`src/design/mqrf_pkg.sv`:
```
// Shared payload types and operation/status codes for the multi-queue ring FIFO.
package mqrf_pkg;

   localparam int WORD_WIDTH   = 32;
   localparam int MODE_WIDTH   = 2;
   localparam int QIDX_WIDTH   = 3;
   localparam int STATUS_WIDTH = 2;
   localparam int OCC_WIDTH    = 5;

   localparam logic [MODE_WIDTH-1:0] MODE_INIT  = 2'd0;
   localparam logic [MODE_WIDTH-1:0] MODE_READ  = 2'd1;
   localparam logic [MODE_WIDTH-1:0] MODE_WRITE = 2'd2;

   localparam logic [STATUS_WIDTH-1:0] STATUS_OK     = 2'd0;
   localparam logic [STATUS_WIDTH-1:0] STATUS_REJECT = 2'd1;
   localparam logic [STATUS_WIDTH-1:0] STATUS_FULL   = 2'd2;
   localparam logic [STATUS_WIDTH-1:0] STATUS_EMPTY  = 2'd3;

   typedef struct packed {
      logic [MODE_WIDTH-1:0]        mode;
      logic [QIDX_WIDTH-1:0]        queue_index;
      logic signed [WORD_WIDTH-1:0] write_word;
   } req_payload_type;

   typedef struct packed {
      logic [STATUS_WIDTH-1:0]      status;
      logic signed [WORD_WIDTH-1:0] read_word;
      logic [WORD_WIDTH-1:0]        lost_words;
      logic [OCC_WIDTH-1:0]         occupancy;
   } rsp_payload_type;

endpackage

```
`src/design/mqrf_chan_if.sv`:
```
// Valid/ready channel interface carrying one payload item.
interface mqrf_chan_if #(
   parameter type payload_type = logic
);
   logic        valid;
   logic        ready;
   payload_type payload;

   modport source (output valid, output payload, input ready);
   modport sink   (input valid, input payload, output ready);
endinterface

```
`src/design/mqrf_word_ram.sv`:
```
// Word store RAM: one write port, one read port, registered read data.
module mqrf_word_ram
   import mqrf_pkg::*;
#(
   parameter int DEPTH      = 64,
   parameter int ADDR_WIDTH = 6
) (
   input  logic                  clock,
   input  logic                  wr_en,
   input  logic [ADDR_WIDTH-1:0] wr_addr,
   input  logic [WORD_WIDTH-1:0] wr_data,
   input  logic                  rd_en,
   input  logic [ADDR_WIDTH-1:0] rd_addr,
   output logic [WORD_WIDTH-1:0] rd_data
);

   logic [WORD_WIDTH-1:0] mem [DEPTH];
   logic [WORD_WIDTH-1:0] rd_data_ff;

   always_ff @(posedge clock) begin
      if (wr_en) begin
         mem[wr_addr] <= wr_data;
      end
      if (rd_en) begin
         rd_data_ff <= mem[rd_addr];
      end
   end

   assign rd_data = rd_data_ff;

endmodule

```
`src/design/multi_queue_ring_fifo_top.sv`:
```
// Top level of the multi-queue ring FIFO: descriptor memory, sequencer and word store.
//
//  channel   dir  handshake            payload
//  req_chan  in   valid/ready          mode, queue_index, write_word
//  rsp_chan  out  valid/ready          status, read_word, lost_words, occupancy
//
// One item at a time: accept (idle), descriptor read-modify-write, word read and
// result load. The descriptor read is registered at accept, and the word store
// read data is registered before the result load.
// A result waiting in the output register does not block the next accept; a
// second result stalls in the final step until rsp_chan.ready frees the register.
// Synchronous active-high reset clears the state, the output valid and the
// descriptor valid bits; queues then read as empty with zero pointers.
module multi_queue_ring_fifo_top
   import mqrf_pkg::*;
#(
   parameter int NUM_QUEUES  = 4,
   parameter int QUEUE_DEPTH = 16
) (
   input  logic        clock,
   input  logic        reset,
   mqrf_chan_if.sink   req_chan,
   mqrf_chan_if.source rsp_chan
);

   localparam int QW = (NUM_QUEUES > 1) ? $clog2(NUM_QUEUES) : 1;
   localparam int PW = $clog2(QUEUE_DEPTH);
   localparam int CW = $clog2(QUEUE_DEPTH + 1);
   localparam int SD = NUM_QUEUES * QUEUE_DEPTH;
   localparam int AW = $clog2(SD);

   // sequencer states
   localparam logic [1:0] S_IDLE = 2'd0;
   localparam logic [1:0] S_DESC = 2'd1;
   localparam logic [1:0] S_DATA = 2'd2;

   // per-queue descriptor
   typedef struct packed {
      logic [PW-1:0]         head;
      logic [PW-1:0]         tail;
      logic [CW-1:0]         count;
      logic [WORD_WIDTH-1:0] lost;
   } desc_type;

   logic [1:0] state_ff, state_in;

   // latched request
   logic [MODE_WIDTH-1:0] mode_ff;
   logic [QIDX_WIDTH-1:0] qidx_ff;
   logic [WORD_WIDTH-1:0] word_ff;

   // descriptor memory; valid bits make unwritten entries read as zero
   desc_type        desc_mem [NUM_QUEUES];
   desc_type        desc_rd_ff;
   logic            desc_hit_ff;
   logic [NUM_QUEUES-1:0] desc_valid_ff;

   // result staging between descriptor step and output load
   logic [STATUS_WIDTH-1:0] stat_ff, stat_in;
   logic [WORD_WIDTH-1:0]   lost_ff, lost_in;
   logic [OCC_WIDTH-1:0]    occ_ff, occ_in;
   logic                    rdok_ff, rdok_in;

   // output register
   logic            rsp_valid_ff, rsp_valid_in;
   rsp_payload_type rsp_ff;

   logic            req_fire;
   logic [QW-1:0]   req_q;
   logic [QW-1:0]   cur_q;
   logic            bad_q;
   desc_type        cur, nxt;
   logic            desc_we;
   logic            st_wr_en, st_rd_en;
   logic [AW-1:0]   st_base, st_addr;
   logic [PW-1:0]   ptr_sel;
   logic [WORD_WIDTH-1:0] st_rd_data;
   logic [CW+OCC_WIDTH-1:0] occ_ext;
   logic            out_free;

   assign req_chan.ready = (state_ff == S_IDLE);
   assign req_fire       = req_chan.valid && req_chan.ready;
   assign req_q          = req_chan.payload.queue_index[QW-1:0];
   assign cur_q          = qidx_ff[QW-1:0];
   assign bad_q          = ({1'b0, qidx_ff} >= 4'(NUM_QUEUES));
   assign out_free       = !rsp_valid_ff || rsp_chan.ready;

   // request latch and descriptor read
   always_ff @(posedge clock) begin
      if (req_fire) begin
         mode_ff     <= req_chan.payload.mode;
         qidx_ff     <= req_chan.payload.queue_index;
         word_ff     <= req_chan.payload.write_word;
         desc_rd_ff  <= desc_mem[req_q];
         desc_hit_ff <= desc_valid_ff[req_q];
      end
      if (desc_we) begin
         desc_mem[cur_q] <= nxt;
      end
   end

   always_ff @(posedge clock) begin
      if (reset) begin
         desc_valid_ff <= '0;
      end else if (desc_we) begin
         desc_valid_ff[cur_q] <= 1'b1;
      end
   end

   // descriptor update: at most one read-modify-write per item (none for a bad index)
   always_comb begin
      cur      = desc_hit_ff ? desc_rd_ff : '0;
      nxt      = cur;
      stat_in  = STATUS_OK;
      rdok_in  = 1'b0;
      st_wr_en = 1'b0;
      st_rd_en = 1'b0;
      ptr_sel  = cur.head;
      if (bad_q) begin
         stat_in = STATUS_REJECT;
      end else begin
         unique case (mode_ff)
            MODE_INIT: begin
               nxt = '0;
            end
            MODE_READ: begin
               if (cur.count == '0) begin
                  stat_in = STATUS_EMPTY;
               end else begin
                  st_rd_en  = (state_ff == S_DESC);
                  rdok_in   = 1'b1;
                  nxt.head  = (cur.head == PW'(QUEUE_DEPTH - 1)) ? '0 : cur.head + 1'b1;
                  nxt.count = cur.count - 1'b1;
               end
            end
            MODE_WRITE: begin
               ptr_sel = cur.tail;
               if (cur.count == CW'(QUEUE_DEPTH)) begin
                  stat_in  = STATUS_FULL;
                  nxt.lost = cur.lost + 1'b1;
               end else begin
                  st_wr_en  = (state_ff == S_DESC);
                  nxt.tail  = (cur.tail == PW'(QUEUE_DEPTH - 1)) ? '0 : cur.tail + 1'b1;
                  nxt.count = cur.count + 1'b1;
               end
            end
            default: begin
               stat_in = STATUS_REJECT;
            end
         endcase
      end
      // queue base is a constant multiple of the index
      st_base = AW'(qidx_ff) * AW'(QUEUE_DEPTH);
      st_addr = st_base + AW'(ptr_sel);
      desc_we = (state_ff == S_DESC) && !bad_q;
      occ_ext = {{OCC_WIDTH{1'b0}}, nxt.count};
      lost_in = bad_q ? '0 : nxt.lost;
      occ_in  = bad_q ? '0 : occ_ext[OCC_WIDTH-1:0];
   end

   mqrf_word_ram #(
      .DEPTH      (SD),
      .ADDR_WIDTH (AW)
   ) u_word_ram (
      .clock   (clock),
      .wr_en   (st_wr_en),
      .wr_addr (st_addr),
      .wr_data (word_ff),
      .rd_en   (st_rd_en),
      .rd_addr (st_addr),
      .rd_data (st_rd_data)
   );

   always_ff @(posedge clock) begin
      if (state_ff == S_DESC) begin
         stat_ff <= stat_in;
         lost_ff <= lost_in;
         occ_ff  <= occ_in;
         rdok_ff <= rdok_in;
      end
   end

   // sequencer
   always_comb begin
      state_in     = state_ff;
      rsp_valid_in = rsp_valid_ff;
      if (rsp_valid_ff && rsp_chan.ready) begin
         rsp_valid_in = 1'b0;
      end
      unique case (state_ff)
         S_IDLE: begin
            if (req_fire) begin
               state_in = S_DESC;
            end
         end
         S_DESC: begin
            state_in = S_DATA;
         end
         S_DATA: begin
            if (out_free) begin
               rsp_valid_in = 1'b1;
               state_in     = S_IDLE;
            end
         end
         default: begin
            state_in = S_IDLE;
         end
      endcase
   end

   always_ff @(posedge clock) begin
      if (reset) begin
         state_ff     <= S_IDLE;
         rsp_valid_ff <= 1'b0;
      end else begin
         state_ff     <= state_in;
         rsp_valid_ff <= rsp_valid_in;
      end
   end

   // output register load; read data is zero unless a word was taken
   always_ff @(posedge clock) begin
      if (state_ff == S_DATA && out_free) begin
         rsp_ff.status     <= stat_ff;
         rsp_ff.read_word  <= rdok_ff ? st_rd_data : '0;
         rsp_ff.lost_words <= lost_ff;
         rsp_ff.occupancy  <= occ_ff;
      end
   end

   assign rsp_chan.valid   = rsp_valid_ff;
   assign rsp_chan.payload = rsp_ff;

endmodule

```
`src/flat_wrapper.sv`:
```
// flat-port wrapper written by rule: the top's interface ports become plain ports
module multi_queue_ring_fifo_top_flat import mqrf_pkg::*;
#(
   parameter int NUM_QUEUES  = 4,
   parameter int QUEUE_DEPTH = 16
)
  (clock, reset, req_chan_valid, req_chan_payload, req_chan_ready, rsp_chan_valid, rsp_chan_payload, rsp_chan_ready);
  mqrf_chan_if #(.payload_type(req_payload_type)) req_chan_i ();
  mqrf_chan_if #(.payload_type(rsp_payload_type)) rsp_chan_i ();
  input  logic clock;
  input  logic reset;
  input wire logic [$bits(req_chan_i.valid)-1:0] req_chan_valid;
  input wire logic [$bits(req_chan_i.payload)-1:0] req_chan_payload;
  output wire logic [$bits(req_chan_i.ready)-1:0] req_chan_ready;
  output wire logic [$bits(rsp_chan_i.valid)-1:0] rsp_chan_valid;
  output wire logic [$bits(rsp_chan_i.payload)-1:0] rsp_chan_payload;
  input wire logic [$bits(rsp_chan_i.ready)-1:0] rsp_chan_ready;
  assign req_chan_i.valid = req_chan_valid;
  assign req_chan_i.payload = req_chan_payload;
  assign req_chan_ready = req_chan_i.ready;
  assign rsp_chan_valid = rsp_chan_i.valid;
  assign rsp_chan_payload = rsp_chan_i.payload;
  assign rsp_chan_i.ready = rsp_chan_ready;
  multi_queue_ring_fifo_top #(.NUM_QUEUES(NUM_QUEUES), .QUEUE_DEPTH(QUEUE_DEPTH)) u_core (.clock(clock), .reset(reset), .req_chan(req_chan_i), .rsp_chan(rsp_chan_i));
endmodule
```
`config.mk`:
```
export PLATFORM = sky130hd
export DESIGN_NAME = multi_queue_ring_fifo_top_flat
export DESIGN_NICKNAME = d
export VERILOG_FILES = /design/src/design/mqrf_pkg.sv /design/src/design/mqrf_chan_if.sv /design/src/design/mqrf_word_ram.sv /design/src/design/multi_queue_ring_fifo_top.sv /design/src/flat_wrapper.sv
export SDC_FILE = /design/constraint.sdc
export NUM_CORES = 2
export LEC_CHECK = 0
export BUFFER_PORTS_ARGS = -buffer_cell sky130_fd_sc_hd__buf_2
export CAP_MARGIN = 20
export CELL_PAD_IN_SITES_DETAIL_PLACEMENT = 0
export CELL_PAD_IN_SITES_GLOBAL_PLACEMENT = 1
export CORE_MARGIN = 3
export CORE_UTILIZATION = 59
export DETAILED_ROUTE_END_ITERATION = 12
export PLACE_DENSITY_LB_ADDON = 0.1
export SYNTH_ARGS = -nofsm -noshare
export SYNTH_HDL_FRONTEND = slang
export SYNTH_SLANG_ARGS = --single-unit
```
`constraint.sdc`:
```
create_clock -name clock -period 14.25 [get_ports clock]
set_clock_uncertainty 0.05 [all_clocks]
set_input_delay 2.1375 -clock clock [delete_from_list [all_inputs] [get_ports clock]]
set_output_delay 2.1375 -clock clock [all_outputs]
set_load 0.01 [all_outputs]
```
==> run metrics <==
status complete, no violations; share of the synthesized area in the top cell type 81.7%; Worst-path clk slew 60 ps; setup_tns 0 ps; RR Startpoint u_core.mode_ff[1]$_DFFE_PP_; post-synthesis sequential area ratio 81.9%; initial antenna violation count 12; Max Used Layer met5; most common flop cell mapped by yosys edfxtp_1; Total Routing Usage GR 34.0%; clock buffer depth 3; WP data required 14770 ps; final core utilization 67.1%; Setup WS pre-CTS 8500 ps; TritonCTS Buffers 235; DRC violations left 0; hold path depth 0; crit path cell chain nor3b_4 > buf_16 > mux2i_4 > buf_12 > nor2_4 > buf_4 > buf_4 > a222oi_1 > a31oi_1 > nor4_1 > nand4_1; Vias per Instance 7.14; Final nets 5002; critical path type reg -> reg; R2R Setup Slk 8670 ps; Crit path arrival time 6100 ps; Final HPWL DP 143000 µm; Top delay family on crit path simple AND/OR/NAND/NOR gates; DRT iter0 DRCs 10.5k; most used cell, CP buf_4; drt wl/cell 37.4 µm; Hold Path Origin u_core.lost_ff[13]$_SDFFCE_PP0P_; number of synthesis warnings 0; Max Cap Viol 0; hold_buf cts 0; Buf+Inv Stages, Crit Path 4; fmax 179 MHz; met2 routed WL 123000 µm; critical path launch point type register; FP Rows 142; Setup-failing EPs final 0; Post-CTS Setup Inserts 0; core area 0.151 mm²; DRT antenna net count 0; worst setup path start u_core.mode_ff[1]$_DFFE_PP_; post-CTS resize count 0; CTS Sinks 2461; area leader, netlist edfxtp_1; VDD IR max 0.137 mV; Initial Util 59.8%; min-delay worst type reg -> reg; depth of the worst register-to-register path 11; largest cells by area after synthesis edfxtp_1 82%, a222oi_1 4.2%, mux2i_1 1.9%; DRT met1 WL 98800 µm; Worst slew margin 20.6%; CTS root buf clkbuf_16; Overflow after GRT 0; Final WS setup 8670 ps; Final Cycle Share 39.2%; share of post-route cells with drive strength above 1 15.4%; I/O pin cnt 114; Die Area 0.158 mm²; RSZ-0062 raised after global routing false; CTS tree done; worst-margin pin slew 1190 ps; Fin Hold WS 366 ps; crit path capture type register; Synth Net Count 4761; Final Max Slew Viols 0; Die W 397 µm; vias 51.2k; routed length on met3 35400 µm; vias in the first global route 49.2k; Tmin final 5580 ps; Async S/R FF share, synth 0%; Distinct cells, synth 70; Critical Path Fanout Max 57; LEAKAGE 31.6 nW; drt total wl 268000 µm; Post-Syn Area per Cell 19.1 µm²; first-pass GRT wire length 375000 µm; Mapped Cells 4715; Post-synth EDFFs 2454; FF+latch count, synth 2461; Clk Latency, worst-skew pair 850 ps; Hold EP u_core.rsp_chan.payload[18]$_DFFE_PP_; largest net degree at the start of global routing 130; H-Tree Depth 4; IO Port Bufs 113; Die H 397 µm; PD cells 143 mW/mm²; CP max stage delay 860 ps; Final GP Congestion 0.821; RR Endpoint u_core.u_word_ram.rd_data[27]$_DFFE_PP_; area growth from synthesis to layout 12.3%; Crit-path slowest cell edfxtp_1; final hold viol count 0; Cell Area, Synth 0.0902 mm²; DRT Pass-1 Iters 13
[power breakdown]
| part | leakage, nW | internal (mW) | switching (mW) |
|---|---|---|---|
| registers | 22.2 | 8.03 | 0.0213 |
| clock network | 3.45 | 3.19 | 2.62 |
| logic | 5.89 | 0.166 | 0.459 |
[layout by cell type, fill, tap and decap left out, types with 8 or more instances in the layout]
cell and count:
edfxtp_1 2454, a222oi_1 377, clkbuf_16 236, nand2_1 212
a31oi_1 192, buf_4 168, a22oi_1 167, mux2i_1 166
buf_2 112, nor2_4 74, clkbuf_1 69, nor2_1 68
nand3_1 66, o22a_1 66, a21oi_1 59, clkinv_1 59
mux2_2 51, mux4_2 46, o21ai_0 43, and2_1 41
nor4_1 34, clkinv_2 34, and3_1 33, nand4_1 25
a21o_1 24, o211ai_1 21, xnor2_1 17, a221oi_1 17
xor2_1 15, inv_1 12, diode_2 11, nor3_1 11
o22ai_1 11, a22o_1 11, nor2b_1 10, nand2b_1 9
buf_12 9, a2111oi_0 8, bufinv_16 8
[cells in the mapped netlist, types with 12 or more instances]
cell type,number
and2_1,42
nand4_1,25
nor2_1,140
a22oi_1,167
o21ai_0,43
edfxtp_1,2454
a21oi_1,59
mux2i_1,171
and3_1,33
o211ai_1,21
a221oi_1,17
nand2_1,214
clkbuf_1,122
mux4_2,46
a31oi_1,192
xor2_1,15
buf_1,18
nor4_1,34
a21o_1,24
nand3_1,67
nor2b_1,12
mux2_2,51
a222oi_1,377
xnor2_1,17
inv_1,12
o22a_1,66
buf_2,135
nor3_1,14
[layout make-up]
type / instances / area, µm²
tap: 2016 / 2520
clock inverter: 120 / 941
sequential: 2461 / 73800
antenna: 11 / 27.5
inverter: 12 / 45.0
fill: 9913 / 49600
multi-input combinational: 1956 / 15700
timing repair buffer: 290 / 2030
clock buffer: 305 / 6160
[metal layers]
layer  vias up  track usage, %
met4         6            12.9
met2      3934            51.4
met5         -               0
met3       580            7.64
met1     26200            49.1
li1      20500               -
[cells by family after synthesis]
kind of cell	after synthesis	share of synthesized area (%)
xor gates and xnor gates	32	0.311
muxes	277	3.81
buffers and inverters	298	1.48
adders and majority gates	5	0.0694
AOI/OAI and AO/OA	1026	9.21
DFF	2461	81.9
and+or+nand+nor	616	3.26
[per-stage QoR]
stage	cells	instance area [µm²]	power, mW
after detailed placement	6734	94100	8.81
after global placement	6733	94100	8.80
after CTS	7159	101000	14.5
after global routing	7166	101000	14.8
final	7171	101000	14.5
after floorplan	4715	90200	8.55
[how the worst max path moves through the flow]
stage,end,slack [ps],depth (start not counted)
6_report,u_core.u_word_ram.rd_data[27]$_DFFE_PP_,8670,11
5_1_grt,u_core.u_word_ram.rd_data[27]$_DFFE_PP_,8650,11
4_1_cts,u_core.u_word_ram.rd_data[27]$_DFFE_PP_,8470,10
3_5_place_dp,u_core.u_word_ram.rd_data[27]$_DFFE_PP_,8500,10
3_3_place_gp,u_core.u_word_ram.rd_data[27]$_DFFE_PP_,8440,10
2_1_floorplan,u_core.desc_mem[0][0]$_DFFE_PP_,7860,3
[sequential cells by signal (all words and copies together) (netlist names), 2 cells and up]
| name | flops |
|---|---|
| u_core.u_word_ram.mem | 2048 |
| u_core.word_ff | 32 |
| u_core.lost_ff | 32 |
| u_core.state_ff | 2 |
| u_core.desc_valid_ff | 4 |
| u_core.mode_ff | 2 |
| u_core.desc_mem | 180 |
| u_core.qidx_ff | 3 |
| u_core.desc_rd_ff | 45 |
| u_core.occ_ff | 5 |
| u_core.rsp_chan.payload | 71 |
| u_core.stat_ff | 2 |
| u_core.u_word_ram.rd_data | 32 |
Power figures use the tool's default switching activity.
